**src/icaf_pkg.sv**
```systemverilog
`default_nettype none

package icaf_pkg;

	// default parameter values
	localparam int DEF_ANGLE_FRAC_BITS = 16;
	localparam int DEF_CORDIC_STEPS    = 16;

	// fraction bits of the cordic angle accumulator
	localparam int ATAN_FRAC = 24;

	localparam int ANGLE_W    = 32;
	localparam int RAW_W      = 16;
	localparam int CFG_IDX_W  = 2;
	localparam int CFG_DATA_W = 32;

	// configuration register indexes
	localparam logic [CFG_IDX_W-1:0] CFG_BLEND_ALPHA = 2'd0;
	localparam logic [CFG_IDX_W-1:0] CFG_CAL_COUNT   = 2'd1;
	localparam logic [CFG_IDX_W-1:0] CFG_GYRO_GAIN   = 2'd2;

	// configuration reset values
	localparam logic [15:0] RST_BLEND_ALPHA = 16'd64225;
	localparam logic [7:0]  RST_CAL_COUNT   = 8'd250;
	localparam logic [31:0] RST_GYRO_GAIN   = 32'd2148664;

	typedef struct packed {
		logic signed [RAW_W-1:0] accel_x;
		logic signed [RAW_W-1:0] accel_y;
		logic signed [RAW_W-1:0] accel_z;
		logic signed [RAW_W-1:0] gyro_x;
		logic signed [RAW_W-1:0] gyro_y;
		logic [31:0]             timestamp_us;
	} in_t;

	typedef struct packed {
		logic signed [ANGLE_W-1:0] pitch_deg;
		logic signed [ANGLE_W-1:0] roll_deg;
	} out_t;

	// request to the atan2 unit: angle of the vector (x, y)
	typedef struct packed {
		logic                    start;
		logic signed [RAW_W-1:0] y;
		logic signed [RAW_W-1:0] x;
	} cord_req_t;

	typedef struct packed {
		logic                      done;
		logic signed [ANGLE_W-1:0] angle;
	} cord_rsp_t;

	// atan(2^-i) in degrees, Q24
	function automatic logic [30:0] atan_q24(input logic [4:0] idx);
		logic [30:0] v;
		case (idx)
			5'd0:    v = 31'd754974720;
			5'd1:    v = 31'd445687602;
			5'd2:    v = 31'd235489088;
			5'd3:    v = 31'd119537938;
			5'd4:    v = 31'd60000934;
			5'd5:    v = 31'd30029717;
			5'd6:    v = 31'd15018523;
			5'd7:    v = 31'd7509720;
			5'd8:    v = 31'd3754917;
			5'd9:    v = 31'd1877466;
			5'd10:   v = 31'd938734;
			5'd11:   v = 31'd469367;
			5'd12:   v = 31'd234684;
			5'd13:   v = 31'd117342;
			5'd14:   v = 31'd58671;
			5'd15:   v = 31'd29335;
			5'd16:   v = 31'd14668;
			5'd17:   v = 31'd7334;
			5'd18:   v = 31'd3667;
			5'd19:   v = 31'd1833;
			5'd20:   v = 31'd917;
			5'd21:   v = 31'd458;
			5'd22:   v = 31'd229;
			5'd23:   v = 31'd115;
			default: v = 31'd0;
		endcase
		return v;
	endfunction

	// clamp to the signed 32 bit range
	function automatic logic signed [ANGLE_W-1:0] sat32(input logic signed [63:0] v);
		logic signed [ANGLE_W-1:0] r;
		if (v > 64'sd2147483647) begin
			r = 32'sh7FFF_FFFF;
		end else if (v < -64'sd2147483648) begin
			r = 32'sh8000_0000;
		end else begin
			r = v[ANGLE_W-1:0];
		end
		return r;
	endfunction

endpackage

`default_nettype wire

```
**src/icaf_cordic.sv**
```systemverilog
`default_nettype none

module icaf_cordic #(
	parameter int ANGLE_FRAC_BITS = icaf_pkg::DEF_ANGLE_FRAC_BITS,
	parameter int CORDIC_STEPS    = icaf_pkg::DEF_CORDIC_STEPS
) (
	input  logic                clk,
	input  logic                arst_n,
	input  icaf_pkg::cord_req_t req,
	output icaf_pkg::cord_rsp_t rsp
);
	import icaf_pkg::*;

	localparam int STEP_W = (CORDIC_STEPS > 1) ? $clog2(CORDIC_STEPS) : 1;
	localparam int VEC_W  = 35;
	localparam int ANG_W  = 34;
	localparam int RND_W  = ANG_W + 1;
	localparam int SHIFT  = ATAN_FRAC - ANGLE_FRAC_BITS;

	localparam logic [STEP_W-1:0]       LAST_STEP = STEP_W'(CORDIC_STEPS - 1);
	localparam logic signed [ANG_W-1:0] DEG180    = 34'sd3019898880;
	localparam logic signed [RND_W-1:0] RND       = RND_W'((64'd1 << SHIFT) >> 1);

	typedef enum logic [1:0] {C_IDLE, C_RUN, C_FIN} cstate_t;

	cstate_t            state_q;
	logic [STEP_W-1:0]  step_q;
	logic               done_q;

	logic signed [VEC_W-1:0]   xv_q, yv_q;
	logic signed [ANG_W-1:0]   ang_q;
	logic signed [ANGLE_W-1:0] angle_q;

	logic signed [VEC_W-1:0] x_ext, y_ext, x_load, y_load, dx, dy;
	logic signed [ANG_W-1:0] ang_load, at;
	logic signed [RND_W-1:0] rnd_sum;
	logic                    x_neg;

	always_comb begin
		x_ext    = VEC_W'($signed(req.x)) <<< 16;
		y_ext    = VEC_W'($signed(req.y)) <<< 16;
		x_neg    = req.x[RAW_W-1];
		x_load   = x_neg ? -x_ext : x_ext;
		y_load   = x_neg ? -y_ext : y_ext;
		ang_load = !x_neg ? '0 : (req.y[RAW_W-1] ? -DEG180 : DEG180);
		dx       = yv_q >>> step_q;
		dy       = xv_q >>> step_q;
		at       = $signed({{(ANG_W-31){1'b0}}, atan_q24(5'(step_q))});
		rnd_sum  = RND_W'(ang_q) + RND;
	end

	always_ff @(posedge clk or negedge arst_n) begin
		if (!arst_n) begin
			state_q <= C_IDLE;
			step_q  <= '0;
			done_q  <= 1'b0;
		end else begin
			done_q <= (state_q == C_FIN);
			unique case (state_q)
				C_IDLE: begin
					if (req.start) begin
						step_q  <= '0;
						state_q <= C_RUN;
					end
				end
				C_RUN: begin
					step_q <= step_q + 1'b1;
					if (step_q == LAST_STEP) begin
						state_q <= C_FIN;
					end
				end
				C_FIN: begin
					state_q <= C_IDLE;
				end
				default: state_q <= C_IDLE;
			endcase
		end
	end

	// one micro-rotation per cycle; once y hits zero the vector stays put
	always_ff @(posedge clk) begin
		if (req.start) begin
			xv_q  <= x_load;
			yv_q  <= y_load;
			ang_q <= ang_load;
		end else if (state_q == C_RUN && yv_q != '0) begin
			if (!yv_q[VEC_W-1]) begin
				xv_q  <= xv_q + dx;
				yv_q  <= yv_q - dy;
				ang_q <= ang_q + at;
			end else begin
				xv_q  <= xv_q - dx;
				yv_q  <= yv_q + dy;
				ang_q <= ang_q - at;
			end
		end
		if (state_q == C_FIN) begin
			angle_q <= sat32(64'(rnd_sum >>> SHIFT));
		end
	end

	assign rsp.done  = done_q;
	assign rsp.angle = angle_q;

`ifndef SYNTH
	a_start_idle: assert property (@(posedge clk) disable iff (!arst_n)
		req.start |-> state_q == C_IDLE)
		else $error("atan2 start while busy");

	a_done_after_fin: assert property (@(posedge clk) disable iff (!arst_n)
		state_q == C_FIN |=> done_q && state_q == C_IDLE)
		else $error("atan2 result not flagged after final step");

	a_done_single: assert property (@(posedge clk) disable iff (!arst_n)
		done_q |=> !done_q)
		else $error("atan2 done held longer than one cycle");
`endif

endmodule

`default_nettype wire

```
**config.mk**
```make
export PLATFORM = sky130hd
export DESIGN_NAME = icaf_cordic
export DESIGN_NICKNAME = d
export VERILOG_FILES = /design/src/icaf_pkg.sv /design/src/icaf_cordic.sv
export SDC_FILE = /design/constraint.sdc
export NUM_CORES = 1
export LEC_CHECK = 0
export BUFFER_PORTS_ARGS = -buffer_cell sky130_fd_sc_hd__buf_2
export CORE_MARGIN = 4
export CORE_UTILIZATION = 23
export DETAILED_ROUTE_END_ITERATION = 7
export MAX_ROUTING_LAYER = met4
export PLACE_DENSITY = 0.35
export SLEW_MARGIN = 20
export SYNTH_ARGS = -nofsm -noshare
export SYNTH_HDL_FRONTEND = slang
export SYNTH_SLANG_ARGS = --single-unit
```
**constraint.sdc**
```tcl
create_clock -name clk -period 9.4 [get_ports clk]
set_clock_uncertainty 0.15 [all_clocks]
set_input_delay 0.94 -clock clk [delete_from_list [all_inputs] [get_ports clk]]
set_output_delay 0.94 -clock clk [all_outputs]
set_load 0.005 [all_outputs]
```
==> impl_results.md, run 1 <==
- ANT nets after route: 0
- CP Data Arrival Time: 7.42 ns
- First-pass GRT wire length: 101,000 µm
- Filler cells: 8,554
- Die area: 84,200 µm²
- Clock transition at path regs: 0.07 ns
- Vias per cell: 5.23
- Vias in the first global route: 16,194
- PortBufs: 67
- Cts-stage hold buffer count: 0
- #FFs+latches synth: 139
- Fraction of registers with async set/reset: 0.0504
- Syn Inst Count: 2,133
- Initial antenna violation count: 0
- Largest net degree at the start of global routing: 65
- Final Hold Violating Endpoints: 0
- GPL Wtd Cong: 0.850
- DP HPWL: 51,500 µm
- WS Path Type: flip-flop to flip-flop
- Overflow after GRT: 0
- RSZ-0062 raised after global routing: no
- Class of the worst hold path: input pin to async pin
- Slew HR: 0.384
- DR WL/cell: 20.9 µm
- TritonCTS buffer count: 17
- Total number of vias: 16,605
- Synthesis-to-finish area growth: 9.72%
- H-Tree Depth: 4
- Outcome: finished clean
- Crit path capture type: flip-flop
- Post-CTS Resized: 0
- Area of the mapped netlist: 18,300 µm²
- Die X: 290 µm
- Fmax: 0.136 GHz
- Yosys cell types: 94
- Post-synth EDFFs: 132
- Top Ports: 68
- Drt initial violations: 1,196
- Chip height: 290 µm
- Tot GR Track Use: 0.159
- # setup viols final: 0
- Worst setup SP type: flip-flop
- Least-Margin Pin Slew: 0.924 ns
- Max Cap Viol: 0
- DRC: 0
- Drt pass-1 iters: 5
- Row count: 103
- DRT Wirelength: 66,400 µm
- Post-CTS Setup Inserts: 0
- Root buf cell: clkbuf_16
- CP required: 9.49 ns
- Final TNS setup: 0 ns
- Register area share after synthesis: 0.226
- Starting Density: 0.232
- Clk sinks: 139
- Fin nets: 2,269
- Share of layout cells above drive strength 1: 0.112
- Avg Inst Size Synth: 8.58 µm²
- Core Area: 79,000 µm²
- Crit Path Max Fanout: 62
- CTS tree: yes
- Yosys warns: 0
- CTS Buffer Depth: 2
- Minimum clock period: 7.33 ns
- Tcrit/Tclk final: 0.780
- Fin. max-slew vios: 0
- Post-synth top flop: edfxtp_1
- Clock Latency Late Sink: 0.50 ns
- Net Count, Synth: 2,289
- N_diodes: 0
==> cells in the mapped netlist, types with 16 or more instances <==
cell type,instances,share of area
a21oi_1,164,0.045
xor2_1,74,0.035
mux4_2,57,0.070
edfxtp_1,132,0.22
nand4_1,24,0.0082
and3_1,29,0.0099
nor2_1,203,0.042
o31ai_1,26,0.011
mux2i_1,56,0.031
o21a_1,34,0.014
mux2_2,26,0.016
clkbuf_1,57,0.012
nand3_1,40,0.011
nand2_1,194,0.040
nor3_1,57,0.016
nand2b_1,32,0.011
xnor2_1,126,0.060
ha_1,118,0.081
inv_1,58,0.012
buf_2,21,0.0057
buf_1,19,0.0039
and2_1,25,0.0085
a31oi_1,33,0.011
nor2b_1,29,0.0099
o21ai_0,127,0.035
a21o_1,40,0.016
a211oi_1,25,0.010
o21bai_1,16,0.0066
==> worst paths after layout <==
| path | start | end | slack [ns] | cells after the start |
|---|---|---|---|---|
| worst max register to register | step_q[1]$_DFFE_PN0P_ | yv_q[33]$_DFFE_PP_ | 2.07 | 19 |
| worst min-delay path | arst_n | done_q$_DFF_PN0_ | 0.14 | 1 |
| min in group clk | ang_q[29]$_DFFE_PP_ | angle_q[21]$_SDFFCE_PN1P_ | 0.49 | 1 |
| worst max-delay path | step_q[1]$_DFFE_PN0P_ | yv_q[33]$_DFFE_PP_ | 2.07 | 19 |
| max in group asynchronous | arst_n | step_q[2]$_DFFE_PN0P_ | 8.74 | 1 |
| worst min register to register | ang_q[29]$_DFFE_PP_ | angle_q[21]$_SDFFCE_PN1P_ | 0.49 | 1 |
==> sequential cells by signal (all words and copies together), names as in the netlist <==
| signal | cells |
|---|---|
| ang_q | 34 |
| yv_q | 35 |
| xv_q | 35 |
| step_q | 4 |
| state_q | 2 |
| angle_q | 28 |
| done_q | 1 |
==> cells by family (layout without fill, tap and decap cells) <==
| group | Yosys count | after routing | share of synthesized area |
|---|---|---|---|
| AO/OA/AOI/OAI | 619 | 619 | 0.221 |
| XOR/XNOR | 200 | 200 | 0.0957 |
| adder cells (fa/ha/maj) | 121 | 121 | 0.0839 |
| buffers and inverters | 188 | 181 | 0.0492 |
| flip-flops | 139 | 139 | 0.226 |
| multiplexers | 157 | 157 | 0.137 |
| AND/OR/NAND/NOR | 709 | 709 | 0.188 |
==> layout make-up <==
cell class	instances	area, µm²	share of cell area
timing repair buffer	86	480	0.0239
clock buffer	17	425	0.0212
tap	1050	1310	0.0654
sequential	139	4150	0.207
clock inverter	15	195	0.00972
multi-input combinational	1806	13300	0.661
inverter	63	236	0.0118
==> metrics by stage <==
step                      cells  setup slack [ns]   util  hold WS (ns)  cell area, µm²
after CTS                  3176              1.71  0.254         0.101           20100
final                      3176              2.07  0.254         0.139           20100
after global placement     3144              1.48  0.246         0.471           19500
after detailed placement   3144              1.76  0.246         0.478           19500
after global routing       3176              1.32  0.254         0.114           20100
after floorplan            2133            0.0680      -         0.401           18300
==> layout by cell type, fill, tap and decap left out, types with 32 or more instances in the layout <==
| master | count |
|---|---|
| a21o_1 | 40 |
| a21oi_1 | 164 |
| a31oi_1 | 33 |
| buf_2 | 66 |
| edfxtp_1 | 132 |
| ha_1 | 118 |
| inv_1 | 58 |
| mux2i_1 | 56 |
| mux4_2 | 57 |
| nand2_1 | 194 |
| nand2b_1 | 32 |
| nand3_1 | 40 |
| nor2_1 | 202 |
| nor3_1 | 57 |
| o21a_1 | 34 |
| o21ai_0 | 126 |
| xnor2_1 | 126 |
| xor2_1 | 74 |
==> worst max-delay path, cell delays in order (launching register included) <==
cell and delay (ns):
dfrtp_4 0.98, buf_4 0.68, mux4_2 0.65, a22o_1 0.27
a221oi_2 0.33, nand2_1 0.11, nor4_2 0.49, and2_1 0.27
a21oi_1 0.10, xor2_1 0.18, ha_1 0.40, a2111oi_0 0.43
o211ai_1 0.16, a31oi_1 0.24, a21oi_1 0.14, a2111oi_0 0.47
nand3b_1 0.25, a211oi_1 0.11, or3_1 0.31, a31o_2 0.24
==> per-layer routing <==
| layer | wire length [µm] | share of wire | track usage |
|---|---|---|---|
| met5 | 0 | 0 | - |
| met4 | 1960 | 0.030 | 0.0506 |
| met1 | 30600 | 0.46 | 0.205 |
| met3 | 2340 | 0.035 | 0.0209 |
| met2 | 31500 | 0.47 | 0.259 |
Power of run 1 is left out: the tool's default activity adds up to more than one toggle a clock period on the data nets, which glitch-free logic cannot reach.
==> inputs of run 2 (changes only) <==
--- a/config.mk
+++ b/config.mk
@@ -5,6 +5,7 @@
 export SDC_FILE = /design/constraint.sdc
 export NUM_CORES = 1
 export LEC_CHECK = 0
+export ABC_AREA = 1
 export BUFFER_PORTS_ARGS = -buffer_cell sky130_fd_sc_hd__buf_2
 export CORE_MARGIN = 4
 export CORE_UTILIZATION = 23
==> constraint.sdc (replaced) <==
create_clock -name clk -period 6.42 [get_ports clk]
set_clock_uncertainty 0.15 [all_clocks]
set_input_delay 0.642 -clock clk [delete_from_list [all_inputs] [get_ports clk]]
set_output_delay 0.642 -clock clk [all_outputs]
set_load 0.005 [all_outputs]
==> impl_results.md, run 2 <==
- Outcome: finished clean (unchanged)
- Post-synth EDFFs: 132 (unchanged)
- Synthesis-to-finish area growth: 10.6% (was 9.72%)
- Starting Density: 0.233 (was 0.232)
- Area of the mapped netlist: 18,400 µm² (was 18,300 µm²)
- DR WL/cell: 19.0 µm (was 20.9 µm)
- Syn Inst Count: 2,948 (was 2,133)
- Post-CTS Setup Inserts: 0 (unchanged)
- Clock Latency Late Sink: 0.50 ns (about the same)
- Commonest cells after routing, fill and taps aside: 788 x nand2_1, 392 x nand3_1, 292 x nor2_1, 281 x inv_1, 212 x a21oi_1 (was 202 x nor2_1, 194 x nand2_1, 164 x a21oi_1, 132 x edfxtp_1)
- Crit Path Max Fanout: 53 (was 62)
- N_diodes: 0 (unchanged)
- Initial antenna violation count: 1 (was 0)
- CP required: 6.51 ns (was 9.49 ns)
- Post-CTS Resized: 0 (unchanged)
- Least-Margin Pin Slew: 0.852 ns (was 0.924 ns)
- Final TNS setup: 0 ns (unchanged)
- Overflow after GRT: 0 (unchanged)
- Vias per cell: 4.88 (was 5.23)
- Top-area cell type share of the netlist area: 0.215 (was 0.216)
- Tcrit/Tclk final: 0.899 (was 0.780)
- CP Data Arrival Time: 5.86 ns (was 7.42 ns)
- Fmax: 0.173 GHz (was 0.136 GHz)
- Largest regs: xv_q (35), yv_q (35), ang_q (34) (unchanged)
- Cts-stage hold buffer count: 1 (was 0)
- Post-synth top flop: edfxtp_1 (unchanged)
- R2R cell count: 27 (was 19)
- DRC: 0 (unchanged)
- TritonCTS buffer count: 17 (unchanged)
- Chip height: 291 µm (was 290 µm)
- Root buf cell: clkbuf_16 (unchanged)
- CTS tree: yes (unchanged)
- GPL Wtd Cong: 0.876 (was 0.850)
- Fraction of registers with async set/reset: 0.0504 (unchanged)
- Commonest non-fill, non-tap cell in the layout: nand2_1 (was nor2_1)
- Top Ports: 68 (unchanged)
- Tot GR Track Use: 0.182 (was 0.159)
- PortBufs: 67 (unchanged)
- Die area: 84,700 µm² (was 84,200 µm²)
- Post-synth top cells: 789 x nand2_1, 392 x nand3_1, 293 x nor2_1 (was 203 x nor2_1, 194 x nand2_1, 164 x a21oi_1)
- ANT nets after route: 0 (unchanged)
- Reg2Reg Setup Slack: 0.65 ns (was 2.07 ns)
- Die X: 291 µm (was 290 µm)
- Fin nets: 3,113 (was 2,269)
- Total number of vias: 19,637 (was 16,605)
- Fin. max-slew vios: 0 (unchanged)
- Net Count, Synth: 3,104 (was 2,289)
- Register area share after synthesis: 0.225 (was 0.226)
- Drt pass-1 iters: 5 (unchanged)
- Share of layout cells above drive strength 1: 0.0721 (was 0.112)
- Class of the worst hold path: input pin to async pin (unchanged)
- Largest net degree at the start of global routing: 82 (was 65)
- Row count: 103 (unchanged)
- Minimum clock period: 5.77 ns (was 7.33 ns)
- Synth area leaders: edfxtp_1 22%, nand2_1 16%, nand3_1 11% (was edfxtp_1 22%, ha_1 8.1%, mux4_2 7.0%)
- Max Cap Viol: 0 (unchanged)
- Worst setup SP type: flip-flop (unchanged)
- Crit path capture type: flip-flop (unchanged)
- Reg2reg end: yv_q[33]$_DFFE_PP_ (unchanged)
- DRT Wirelength: 76,300 µm (was 66,400 µm)
- DP HPWL: 61,900 µm (was 51,500 µm)
- RSZ-0062 raised after global routing: no (unchanged)
- Yosys cell types: 56 (was 94)
- FF-to-FF Start: step_q[0]$_DFFE_PN0P_ (was step_q[1]$_DFFE_PN0P_)
- First-pass GRT wire length: 116,000 µm (was 101,000 µm)
- Clk sinks: 139 (unchanged)
- Clock transition at path regs: 0.08 ns (was 0.07 ns)
- Avg Inst Size Synth: 6.25 µm² (was 8.58 µm²)
- Final Hold Violating Endpoints: 0 (unchanged)
- Yosys top cell by area: edfxtp_1 (unchanged)
- Yosys warns: 0 (unchanged)
- Core Area: 79,300 µm² (was 79,000 µm²)
- CTS Buffer Depth: 2 (unchanged)
- WS Path Type: flip-flop to flip-flop (unchanged)
- H-Tree Depth: 4 (unchanged)
- Slew HR: 0.431 (was 0.384)
- Drt initial violations: 1,625 (was 1,196)
- Most common cell in the netlist: nand2_1 (was nor2_1)
- Vias in the first global route: 19,309 (was 16,194)
- # setup viols final: 0 (unchanged)
- #FFs+latches synth: 139 (unchanged)
run 2: changes by cell type in the layout (fill, tap and decap cells not counted), sizes merged, moves of 68 or more:
cell / before / now
nand2: 194 / 806
nand3: 40 / 396
inv: 72 / 303
nor2: 203 / 304
xnor2: 126 / 34
o21ai: 130 / 209
mux4: 68 / 0
run 2: how the worst max path moves through the flow:
stage / start / to / slack [ns] / cells after the start
final: step_q[0]$_DFFE_PN0P_ / yv_q[33]$_DFFE_PP_ / 0.65 / 27
after detailed placement: step_q[0]$_DFFE_PN0P_ / yv_q[33]$_DFFE_PP_ / 0.70 / 27
after floorplan: step_q[1]$_DFFE_PN0P_ / ang_q[33]$_DFFE_PP_ / 1.87 / 28
after CTS: step_q[0]$_DFFE_PN0P_ / yv_q[33]$_DFFE_PP_ / 0.67 / 27
after global placement: step_q[0]$_DFFE_PN0P_ / yv_q[33]$_DFFE_PP_ / 0.72 / 27
after global routing: step_q[0]$_DFFE_PN0P_ / yv_q[19]$_DFFE_PP_ / 0.17 / 23
run 2: logic make-up (layout without fill, tap and decap cells):
kind of cell	after synthesis	count (layout)	synth area share
buffers and inverters	401	423	0.0927
XOR/XNOR	99	99	0.0470
AND/OR/NAND/NOR	1645	1645	0.386
flip-flops	139	139	0.225
adder cells (fa/ha/maj)	121	121	0.0834
AO/OA/AOI/OAI	543	543	0.166
run 2: final cells by class:
cell class,count,area (µm²)
sequential,139,4140
tap,1050,1310
fill,9071,58900
inverter,296,1120
timing repair buffer,95,598
clock buffer,17,425
clock inverter,15,176
multi-input combinational,2408,12600
run 2: worst max-delay path: stages, from the launching register on:
cell,delay (ns)
dfrtp_2,0.73
inv_4,0.07
buf_12,0.20
nand2_1,0.11
nand3_1,0.09
nand3_1,0.13
nand2_1,0.09
o21ai_2,0.39
ha_1,0.26
nand3_1,0.17
inv_2,0.11
nand2_2,0.08
nor2_4,0.20
nand2_1,0.10
or2_1,0.24
nand2_1,0.06
nand2_1,0.05
nand2_1,0.08
inv_1,0.05
ha_1,0.34
nand2_1,0.10
nor2_1,0.25
inv_1,0.09
nor4_1,0.58
nand3_1,0.22
nand3_1,0.27
xnor2_1,0.19
o21ai_0,0.10
run 2: layer usage:
layer | track usage | part of all wire
met1 | 0.232 | 0.46
met2 | 0.312 | 0.49
met3 | 0.0203 | 0.035
met4 | 0.0405 | 0.015
met5 | - | 0
run 2: per-stage QoR:
stage | hold WS (ns) | util | setup WS, ns | std cells | cell area, µm²
CTS | 0.313 | 0.257 | 0.673 | 4020 | 20400
floorplan | 0.196 | - | 1.87 | 2948 | 18400
finish | 0.380 | 0.257 | 0.650 | 4020 | 20400
global placement | 0.367 | 0.249 | 0.722 | 3987 | 19800
detailed placement | 0.371 | 0.249 | 0.700 | 3987 | 19800
global route | 0.382 | 0.257 | 0.168 | 4020 | 20400
Power of run 2 is left out for the same reason.
